`src/hdl/rmem_pkg.sv`:
```
// ----------------------------------------------------------------------------
// rmem_pkg
// Shared types and constants of the rotation mark energy meter.
// ----------------------------------------------------------------------------
package rmem_pkg;

    // default parameter values
    localparam int WINDOW_DEF = 2;
    localparam int READS_DEF  = 5;

    // stream widths (whole bytes)
    localparam int IN_TDATA_W  = 8;
    localparam int OUT_TDATA_W = 88;

    // config port
    localparam int CFG_IDX_W  = 2;
    localparam int CFG_DATA_W = 16;
    localparam logic [CFG_IDX_W-1:0] REG_ROT_PER_KWH = 2'd0;
    localparam logic [CFG_IDX_W-1:0] REG_DEBOUNCE_MS = 2'd1;
    localparam logic [15:0] ROT_PER_KWH_RST = 16'd75;
    localparam logic [15:0] DEBOUNCE_MS_RST = 16'd20;

    // power = POWER_NUM / (period * rotations_per_kwh)
    localparam logic [31:0] POWER_NUM = 32'd3600000000;
    localparam logic [31:0] POWER_SAT = 32'd3600000000;
    localparam int DIV_W     = 48;
    localparam int DIV_STEPS = 32;
    localparam int STEP_W    = $clog2(DIV_STEPS);

    // output tdata bit positions
    localparam int OB_MARK   = 0;
    localparam int OB_LOCKED = 1;
    localparam int OB_PVALID = 2;
    localparam int OB_POWER  = 3;
    localparam int OB_ROT    = 35;
    localparam int OB_KWH    = 51;
    localparam int OB_KSTEP  = 83;

    // input tuser codes
    localparam logic ACT_TICK   = 1'b0;
    localparam logic ACT_SAMPLE = 1'b1;

    // mark states
    localparam logic MARK_SILVER = 1'b0;
    localparam logic MARK_RED    = 1'b1;

    typedef enum logic [4:0] {
        ST_IDLE  = 5'b00001,
        ST_EVAL  = 5'b00010,
        ST_MUL   = 5'b00100,
        ST_DIV   = 5'b01000,
        ST_WRITE = 5'b10000
    } t_state;

endpackage

```
`src/hdl/rotation_mark_energy_meter.sv`:
```
// ----------------------------------------------------------------------------
// rotation_mark_energy_meter
// One channel of a rotating-disc meter reader: read voting, mark tracking
// with debounce lockout, disc period, power, rotation and kWh counting.
// ----------------------------------------------------------------------------
//
//  channel   | dir | handshake                     | payload
//  ----------+-----+-------------------------------+-----------------------------
//  s_axis    | in  | s_axis_tvalid / s_axis_tready | tuser: action, tdata: reads
//  m_axis    | out | m_axis_tvalid / m_axis_tready | tdata: result fields
//  cfg       | in  | i_cfg_valid / o_cfg_ready     | i_cfg_index, i_cfg_data
//
//  A tick or a sample without a measured rotation goes from transfer through
//  evaluation to output load; a sample that measures a rotation also passes
//  the multiply state and the 32-step restoring divider (one quotient bit per
//  cycle), which is skipped when the divisor is zero and power saturates.
//  s_axis_tready is low while an item is in work. The
//  output register holds a result until it is taken; the next item is
//  accepted meanwhile and waits only at its own output load. Reset is
//  synchronous, active low; config is always ready.
//
module rotation_mark_energy_meter
    import rmem_pkg::*;
#(
    parameter int WINDOW = WINDOW_DEF,  // votes in the majority window, 1..16
    parameter int READS  = READS_DEF    // sensor reads used per sample, 1..5
) (
    input  logic                   i_clk,
    input  logic                   i_rst_n,
    // sample / tick stream
    input  logic                   s_axis_tvalid,
    output logic                   s_axis_tready,
    input  logic [IN_TDATA_W-1:0]  s_axis_tdata,   // [4:0] sensor_reads
    input  logic                   s_axis_tuser,   // [0] action
    // result stream
    output logic                   m_axis_tvalid,
    input  logic                   m_axis_tready,
    // [0] mark_state, [1] locked, [2] power_valid, [34:3] power_w,
    // [50:35] rotations_in_kwh, [82:51] kwh_total, [83] kwh_step
    output logic [OUT_TDATA_W-1:0] m_axis_tdata,
    // configuration writes
    input  logic                   i_cfg_valid,
    output logic                   o_cfg_ready,
    input  logic [CFG_IDX_W-1:0]   i_cfg_index,
    input  logic [CFG_DATA_W-1:0]  i_cfg_data
);

    localparam int RCNT_W = $clog2(READS + 1);
    localparam int WCNT_W = $clog2(WINDOW + 1);

    // sequencer
    t_state r_state, n_state;

    // config registers
    logic [15:0] r_rpk, r_deb;

    // meter state
    logic [WINDOW-1:0] r_win, n_win;
    logic        r_mark, n_mark;
    logic        r_lock, n_lock;
    logic [31:0] r_lock_start, n_lock_start;
    logic [31:0] r_now, n_now;
    logic [31:0] r_last, n_last;
    logic        r_first, n_first;
    logic [15:0] r_rot, n_rot;
    logic [31:0] r_kwh, n_kwh;
    logic [31:0] r_power, n_power;
    logic        r_pvalid, n_pvalid;
    logic        r_kstep, n_kstep;

    // captured item
    logic        r_in_act;
    logic [4:0]  r_in_reads;

    // divider datapath
    logic [31:0]       r_period, n_period;
    logic [DIV_W-1:0]  r_div, n_div;
    logic [DIV_W-1:0]  r_rem, n_rem;
    logic [31:0]       r_nq, n_nq;    // numerator bits out at top, quotient in at bottom
    logic [STEP_W-1:0] r_step, n_step;

    // output register
    logic                   r_out_valid, n_out_valid;
    logic [OUT_TDATA_W-1:0] r_out_data, n_out_data;

    logic s_xfer;
    logic out_load;

    // vote and level
    logic [RCNT_W-1:0] read_ones;
    logic [WCNT_W-1:0] win_ones;
    logic              vote;
    logic              level;

    // divider step
    logic [DIV_W:0]    trial;
    logic              qbit;

    assign s_axis_tready = (r_state == ST_IDLE);
    assign s_xfer        = s_axis_tvalid && s_axis_tready;
    assign o_cfg_ready   = 1'b1;
    assign m_axis_tvalid = r_out_valid;
    assign m_axis_tdata  = r_out_data;
    assign out_load      = (r_state == ST_WRITE) && (!r_out_valid || m_axis_tready);

    // read majority, then window majority including the new vote
    always_comb begin
        read_ones = '0;
        for (int i = 0; i < READS; i++) begin
            read_ones = read_ones + RCNT_W'(r_in_reads[i]);
        end
        vote = (read_ones > RCNT_W'(READS / 2));
        n_win[0] = vote;
        for (int i = 1; i < WINDOW; i++) begin
            n_win[i] = r_win[i-1];
        end
        win_ones = '0;
        for (int i = 0; i < WINDOW; i++) begin
            win_ones = win_ones + WCNT_W'(n_win[i]);
        end
        level = (win_ones > WCNT_W'(WINDOW / 2));
    end

    // one restoring divide step
    always_comb begin
        trial = {r_rem, r_nq[31]};
        qbit  = (trial >= {1'b0, r_div});
    end

    always_comb begin
        n_state      = r_state;
        n_mark       = r_mark;
        n_lock       = r_lock;
        n_lock_start = r_lock_start;
        n_now        = r_now;
        n_last       = r_last;
        n_first      = r_first;
        n_rot        = r_rot;
        n_kwh        = r_kwh;
        n_power      = r_power;
        n_pvalid     = r_pvalid;
        n_kstep      = r_kstep;
        n_period     = r_period;
        n_div        = r_div;
        n_rem        = r_rem;
        n_nq         = r_nq;
        n_step       = r_step;

        unique case (r_state)
            ST_IDLE: begin
                if (s_xfer) begin
                    n_state = ST_EVAL;
                end
            end
            ST_EVAL: begin
                n_pvalid = 1'b0;
                n_kstep  = 1'b0;
                n_state  = ST_WRITE;
                if (r_in_act == ACT_TICK) begin
                    n_now = r_now + 32'd1;
                    if (r_lock && ((n_now - r_lock_start) > {16'd0, r_deb})) begin
                        n_lock = 1'b0;
                    end
                end else if (!r_lock) begin
                    if ((r_mark == MARK_SILVER) && !level) begin
                        // silver to red: one disc rotation
                        n_mark       = MARK_RED;
                        n_lock       = 1'b1;
                        n_lock_start = r_now;
                        n_last       = r_now;
                        n_period     = r_now - r_last;
                        if (r_first) begin
                            n_first = 1'b0;     // time base only
                        end else begin
                            n_pvalid = 1'b1;
                            n_state  = ST_MUL;
                            if (r_rot < r_rpk) begin
                                n_rot = r_rot + 16'd1;
                            end else begin
                                n_kwh   = r_kwh + 32'd1;
                                n_rot   = 16'd1;
                                n_kstep = 1'b1;
                            end
                        end
                    end else if ((r_mark == MARK_RED) && level) begin
                        n_mark       = MARK_SILVER;
                        n_lock       = 1'b1;
                        n_lock_start = r_now;
                    end
                end
            end
            ST_MUL: begin
                n_div  = {16'd0, r_period} * {32'd0, r_rpk};
                n_rem  = '0;
                n_nq   = POWER_NUM;
                n_step = '0;
                if ((r_period == 32'd0) || (r_rpk == 16'd0)) begin
                    n_power = POWER_SAT;
                    n_state = ST_WRITE;
                end else begin
                    n_state = ST_DIV;
                end
            end
            ST_DIV: begin
                n_rem  = qbit ? DIV_W'(trial - {1'b0, r_div}) : DIV_W'(trial);
                n_nq   = {r_nq[30:0], qbit};
                n_step = r_step + STEP_W'(1);
                if (r_step == STEP_W'(DIV_STEPS - 1)) begin
                    n_power = n_nq;
                    n_state = ST_WRITE;
                end
            end
            ST_WRITE: begin
                if (out_load) begin
                    n_state = ST_IDLE;
                end
            end
            default: n_state = ST_IDLE;
        endcase
    end

    always_comb begin
        n_out_valid = (r_out_valid && !m_axis_tready) || out_load;
        n_out_data  = r_out_data;
        if (out_load) begin
            n_out_data                     = '0;
            n_out_data[OB_MARK]            = r_mark;
            n_out_data[OB_LOCKED]          = r_lock;
            n_out_data[OB_PVALID]          = r_pvalid;
            n_out_data[OB_POWER +: 32]     = r_power;
            n_out_data[OB_ROT +: 16]       = r_rot;
            n_out_data[OB_KWH +: 32]       = r_kwh;
            n_out_data[OB_KSTEP]           = r_kstep;
        end
    end

    // control and meter state
    always_ff @(posedge i_clk) begin
        if (!i_rst_n) begin
            r_state      <= ST_IDLE;
            r_rpk        <= ROT_PER_KWH_RST;
            r_deb        <= DEBOUNCE_MS_RST;
            r_win        <= '0;
            r_mark       <= MARK_RED;
            r_lock       <= 1'b0;
            r_lock_start <= '0;
            r_now        <= '0;
            r_last       <= '0;
            r_first      <= 1'b1;
            r_rot        <= '0;
            r_kwh        <= '0;
            r_power      <= '0;
            r_out_valid  <= 1'b0;
        end else begin
            r_state      <= n_state;
            r_mark       <= n_mark;
            r_lock       <= n_lock;
            r_lock_start <= n_lock_start;
            r_now        <= n_now;
            r_last       <= n_last;
            r_first      <= n_first;
            r_rot        <= n_rot;
            r_kwh        <= n_kwh;
            r_power      <= n_power;
            r_out_valid  <= n_out_valid;
            if ((r_state == ST_EVAL) && (r_in_act == ACT_SAMPLE)) begin
                r_win <= n_win;
            end
            if (i_cfg_valid && o_cfg_ready) begin
                if (i_cfg_index == REG_ROT_PER_KWH) begin
                    r_rpk <= i_cfg_data;
                end else if (i_cfg_index == REG_DEBOUNCE_MS) begin
                    r_deb <= i_cfg_data;
                end
            end
        end
    end

    // payload, no reset
    always_ff @(posedge i_clk) begin
        if (s_xfer) begin
            r_in_act   <= s_axis_tuser;
            r_in_reads <= s_axis_tdata[4:0];
        end
        r_pvalid   <= n_pvalid;
        r_kstep    <= n_kstep;
        r_period   <= n_period;
        r_div      <= n_div;
        r_rem      <= n_rem;
        r_nq       <= n_nq;
        r_step     <= n_step;
        r_out_data <= n_out_data;
    end

endmodule

```
`config.mk`:
```
export PLATFORM = sky130hd
export DESIGN_NAME = rotation_mark_energy_meter
export DESIGN_NICKNAME = d
export VERILOG_FILES = /design/src/hdl/rmem_pkg.sv /design/src/hdl/rotation_mark_energy_meter.sv
export SDC_FILE = /design/constraint.sdc
export NUM_CORES = 2
export LEC_CHECK = 0
export ABC_AREA = 0
export BUFFER_PORTS_ARGS = -buffer_cell sky130_fd_sc_hd__buf_2
export CORE_MARGIN = 2
export CORE_UTILIZATION = 25
export CTS_CLUSTER_SIZE = 10
export DETAILED_ROUTE_END_ITERATION = 10
export PLACE_DENSITY = 0.48
export SETUP_SLACK_MARGIN = 0.5
export SLEW_MARGIN = 5
export SYNTH_ARGS = -nofsm -noshare
export SYNTH_HDL_FRONTEND = slang
export SYNTH_SLANG_ARGS = --single-unit
```
`constraint.sdc`:
```
create_clock -name i_clk -period 7.6 [get_ports i_clk]
set_clock_uncertainty 0.2 [all_clocks]
set_input_delay 1.52 -clock i_clk [delete_from_list [all_inputs] [get_ports i_clk]]
set_output_delay 1.52 -clock i_clk [all_outputs]
set_load 0.02 [all_outputs]
```
# After elaboration in Yosys (flattened, before gate mapping)
# Cells that the tools add are included.
# Widths: inputs -> output; s select.
[op_classes]
addsub = 12
mul = 1
n_lt_le_gt_ge = 5
eq_ne = 11
n_mux = 28
bitwise_logic = 7
reduce_logical = 31
[ops]
columns = ["operator", "count"]
rows = [
  ["$mux 32", 4],
  ["$pmux 32 s2", 2],
  ["$pmux 48 s2", 1],
  ["$add 32x1->32 const B", 2],
  ["$sub 32x32->32", 2],
  ["$ge 49x48->1", 1],
  ["$mul 32x16->48", 1],
  ["$mux 48", 1],
  ["$sub 48x48->48", 1],
  ["$mux 5", 8],
  ["$gt 32x16->1", 1],
  ["$logic_not 32->1", 1],
  ["$pmux 5 s5", 1],
  ["$add 16x1->16 const B", 1],
  ["$logic_not 16->1", 1],
  ["$lt 16x16->1", 1],
  ["$mux 16", 1],
  ["$eq 5x5->1 const B", 2],
  ["$pmux 5 s2", 1],
  ["$mux 1", 9],
  ["$reduce_and 3->1", 3],
  ["$reduce_and 4->1", 2],
  ["$logic_and 1x1->1", 7],
  ["$not 1->1", 7],
  ["other kinds (22)", 34],
]
[totals]
reg_bits = 475
inputBits = 32
output_inout_bits = 91
wordCells = 119

# Depth between registers and ports, before layout
[logic_depth]
word_depth = 13
mapped_depth = 27
ltp_nobuf = 25

# Least setup slack after synthesis
# Ideal clock, no wire load.
[synth_timing]
kind = "register to register"
from = "reg r_rpk[12]"
to = "reg r_div[47], data pin"
setup_ns = 0.261
arrival_ns = 6.597
required_ns = 7.139
slack_ns = 0.542
stages_incl_launch_ff = 26
n_path_buf = 3
period_less_slack_ns = 7.058
path_cell_list = "dfxtp_1 -> clkbuf_1 -> clkbuf_1 -> nand2_1 -> fa_1 -> inv_1 -> fa_1 -> fa_1 -> fa_1 -> fa_1 -> inv_1 -> fa_1 -> inv_1 -> ha_1 -> clkbuf_1 -> nand2_1 -> or3_1 -> a2111oi_0 -> a31o_2 -> a32oi_1 -> and3_1 -> o31ai_2 -> nor3_1 -> o2111ai_1 -> o211ai_1 -> xnor2_1"
[synth_via]
elab_chain_len = 1
[synth_lines]
columns = ["item", "line", "source"]
rows = [
  ["from (decl)", "rotation_mark_energy_meter.sv:55", "logic [15:0] r_rpk, r_deb;"],
  ["from (signal assigned)", "rotation_mark_energy_meter.sv:271", "r_rpk <= i_cfg_data;"],
  ["$mul 32x16->48", "rotation_mark_energy_meter.sv:193", "n_div = {16'd0, r_period} * {32'd0, r_rpk};"],
  ["to (signal assigned)", "rotation_mark_energy_meter.sv:288", "r_div <= n_div;"],
  ["to (decl)", "rotation_mark_energy_meter.sv:77", "logic [DIV_W-1:0] r_div, n_div;"],
]
# Every way passes these cells.
# A chain may end at the register's enable or synchronous reset.

# Worst setup path in the final report
[layout_timing]
from = "reg r_period[15]"
to = "reg r_div[46], data pin"
[layout_via]
elab_chain_len = 1
[layout_lines]
columns = ["item", "line", "source"]
rows = [
  ["from (decl)", "rotation_mark_energy_meter.sv:76", "logic [31:0] r_period, n_period;"],
  ["from (signal assigned)", "rotation_mark_energy_meter.sv:287", "r_period <= n_period;"],
  ["$mul 32x16->48", "rotation_mark_energy_meter.sv:193", ""],
]
# Every way passes these cells.

==> results.cfg <==
[sta]
period_needed_ns = 6.95
hold_violations = 0
fmax_ghz = 0.144
min_period_over_period_pct = 91.4
drv_slew = 0
tightestPinTransition_ns = 1.16
rsz0062_at_grt = true
fin_tns_setup_ns = 0
finalSetupViolations = 0
slew_headroom_pct = 22.6

[run_status]
status = completed

[logic_synthesis]
ys_seq_area_share_pct = 29.3
synth_enable_flop_cells = 257
synth_common_cells = nand2_1 (670), inv_1 (654), fa_1 (423), and2_1 (292), ha_1 (269)
syn_inst = 4456
avgSynthCellArea_sq_um = 9.27
ys_types = 87
yosysWarnings = 0
synth.cell_area_sq_um = 41300
synthArstFlopShare_pct = 0
ys_ff_latch = 475
synth_top_flop_cell = edfxtp_1
yosysMostFrequentCell = nand2_1
synthTopCellsByArea = fa_1 (21%), edfxtp_1 (19%), dfxtp_1 (11%)
netlist.top_cell.by_area = fa_1
yosysTopAreaCellShare_pct = 20.5

[setup_path]
crit_type = reg2reg
timing.rr.start = r_period[15]$_DFFE_PP_
crit_arrival_ns = 7.15
crit_path_end_kind = flop
critPathRequiredTime_ns = 7.80
cp-start-kind = flop
critPathLaunch = r_period[15]$_DFFE_PP_
cp_max_fo = 6

[cts]
clk_latency_ns = 0.67
cts_hold_buf = 0
cts_buffers = 58
clk_pin_slew_ns = 0.06
ctsRootBufferMaster = clkbuf_16
cts_num_sinks = 475
cts_tree = yes
cts_buffer_depth = 3
htree_levels = 2

[finish]
layout.nets = 5330
multi_input_area_sq_um = 26300
seq_area_sq_um = 12100
areaGrowthSynthToFinish_pct = 15.5
fillers = 17500
diodes = 0
final_area_sq_um = 47700
drive_above_1_share_pct = 10.6

[floorplanning]
fp-row-count = 149
io_pins = 123
core_sq_um = 164000
die_width_microns = 410
fp.dieH_microns = 410
die_area_sq_um = 168000
start_util_pct = 25.1

[power_and_ir_drop]
p_per_area_nw_per_um2 = 178
p_int_w = 0.00575
irDropWorstVdd_v = 0.000159
p_sw_w = 0.00273
p_sw_share_pct = 32.2
seqPwrFrac_pct = 33.2
combinationalPowerShare_pct = 35.5
power_frac_clock_pct = 31.2
p_leak_nw = 20.8

[global_route]
met1_usage_pct = 17.4
gr-usage-met3_pct = 1.67
antenna_found_initial = 1
top_usage_layer = met2
grt.total_usage_pct = 12.3
gr-usage-met2_pct = 19.9
grt_pass1_wl_microns = 169000
grt_pass1_vias = 30600
grt.overflow.total = 0
grt_start_max_net_pins = 93

[place]
placement.io_buffers = 114
dp.final_hpwl_microns = 79000
placed_area_sq_um = 44900
place_congestion = 0.815

[route]
dr.pass1.iters = 5
ant_nets = 0
routedWlPerCell_microns = 15.3
drtIter0Drc = 1468
drt_wl_total_microns = 105000
via_per_inst = 4.39
num_vias = 30000
drc = 0

[run]
drv_cap = 0

[min_path]
min-delay-start = r_pvalid$_SDFFCE_PP0P_
hold_class = reg2reg
-- what timing repair did --
item	CTS	global route
gates cloned	0	4
pin swaps	9	114
resized for setup	25	113
setup buffers	13	34
setup endpoints to repair	13	12
-- sequential cells by signal (all words and copies together), names as in the netlist, 5 cells and up --
name,flops
r_kwh,32
r_state,5
r_rot,16
m_axis_tdata,84
r_lock_start,32
r_period,32
r_div,48
r_last,32
r_step,5
r_now,32
r_power,32
r_in_reads,5
r_rem,48
r_deb,16
r_rpk,16
r_nq,32
-- power by group through the flow --
stage          logic [W]  registers, W  clock network [W]
2_1_floorplan    0.00185       0.00287                  0
3_3_place_gp     0.00262       0.00287                  0
3_5_place_dp     0.00263       0.00287                  0
4_1_cts          0.00272       0.00282            0.00274
5_1_grt          0.00343       0.00282            0.00284
6_report         0.00301       0.00282            0.00265
-- cell usage in the layout, fill, tap and decap left out, types with 17 or more instances in the layout --
cell,instances
nand2_1,667
inv_1,637
fa_1,408
and2_1,285
edfxtp_1,257
ha_1,254
dfxtp_1,212
nor2_1,197
a21oi_1,135
a21boi_0,133
buf_4,133
xnor2_1,128
buf_2,114
o21ai_0,105
xor2_1,99
a21o_1,85
nand3_1,66
clkbuf_16,61
nand4_1,41
mux2i_1,39
nand2b_1,33
nor3_1,32
o21a_1,30
nor2b_1,29
clkbuf_1,28
o211ai_1,26
nor4_1,26
or3_1,25
and3_1,22
buf_6,22
buf_12,18
a31oi_1,17
a211oi_1,17
nor3b_1,17
-- layer usage --
layer	up-vias	part of all wire [%]
li1	14700	-
met1	14700	49
met2	435	46
met3	121	3.6
met4	0	2.0
met5	-	0
-- area by class of cell --
| class | count | area share (%) |
|---|---|---|
| Clock inverter | 16 | 0.441 |
| Inverter | 655 | 5.16 |
| Timing Repair Buffer | 292 | 4.77 |
| Multi-Input combinational cell | 3124 | 55.2 |
| Tap cell | 2189 | 5.74 |
| Sequential cell | 475 | 25.4 |
| Clock buffer | 89 | 3.35 |
-- worst paths after layout --
path | endpoint | slack, ns | cells after the start
worst max register to register | r_div[46]$_DFFE_PP_ | 0.65 | 26
worst min-delay path | m_axis_tdata[2]$_DFFE_PP_ | 0.22 | 0
worst max-delay path | r_div[46]$_DFFE_PP_ | 0.65 | 26
worst min register to register | m_axis_tdata[2]$_DFFE_PP_ | 0.22 | 0
-- worst max-delay path: stages, from the launching register on --
cell and delay (ns):
edfxtp_1 0.47, buf_6 0.14, buf_8 0.11, nand2_1 0.06, fa_1 0.49, inv_1 0.06
fa_1 0.57, fa_1 0.48, fa_1 0.52, fa_1 0.54, inv_1 0.05, fa_1 0.52
inv_1 0.06, ha_4 0.24, a211oi_2 0.23, o21bai_2 0.10, or4_4 0.53, o221ai_2 0.15
buf_4 0.16, a211oi_4 0.06, a31oi_1 0.18, buf_4 0.16, nor2_4 0.04, nor4_2 0.16
buf_4 0.18, o31ai_4 0.05, xor2_1 0.16
-- through the flow --
stage | cells | total power [W] | worst slack [ns] | utilization, % | hold WS [ns]
after floorplan | 4459 | 0.00472 | 0.542 | - | 0.200
after CTS | 6802 | 0.00828 | 0.453 | 28.5 | 0.221
after detailed placement | 6684 | 0.00550 | 0.0381 | 27.3 | 0.207
after global routing | 6840 | 0.00908 | 0.390 | 29.0 | 0.223
after global placement | 6684 | 0.00549 | 0.103 | 27.3 | 0.206
final | 6840 | 0.00848 | 0.653 | 29.0 | 0.224
-- cell families (layout without fill, tap and decap cells) --
family	count (synthesis)	count (layout)	share of synthesized area [%]
flip-flops	475	475	29.3
AO/OA/AOI/OAI	649	649	10.4
XOR/XNOR	227	227	4.82
AND/OR/NAND/NOR	1511	1511	17.6
multiplexers	40	40	0.973
other	2	5	0.0182
buffers and inverters	860	1052	8.21
adder cells (fa/ha/maj)	692	692	28.7
Power figures use the tool's default switching activity.
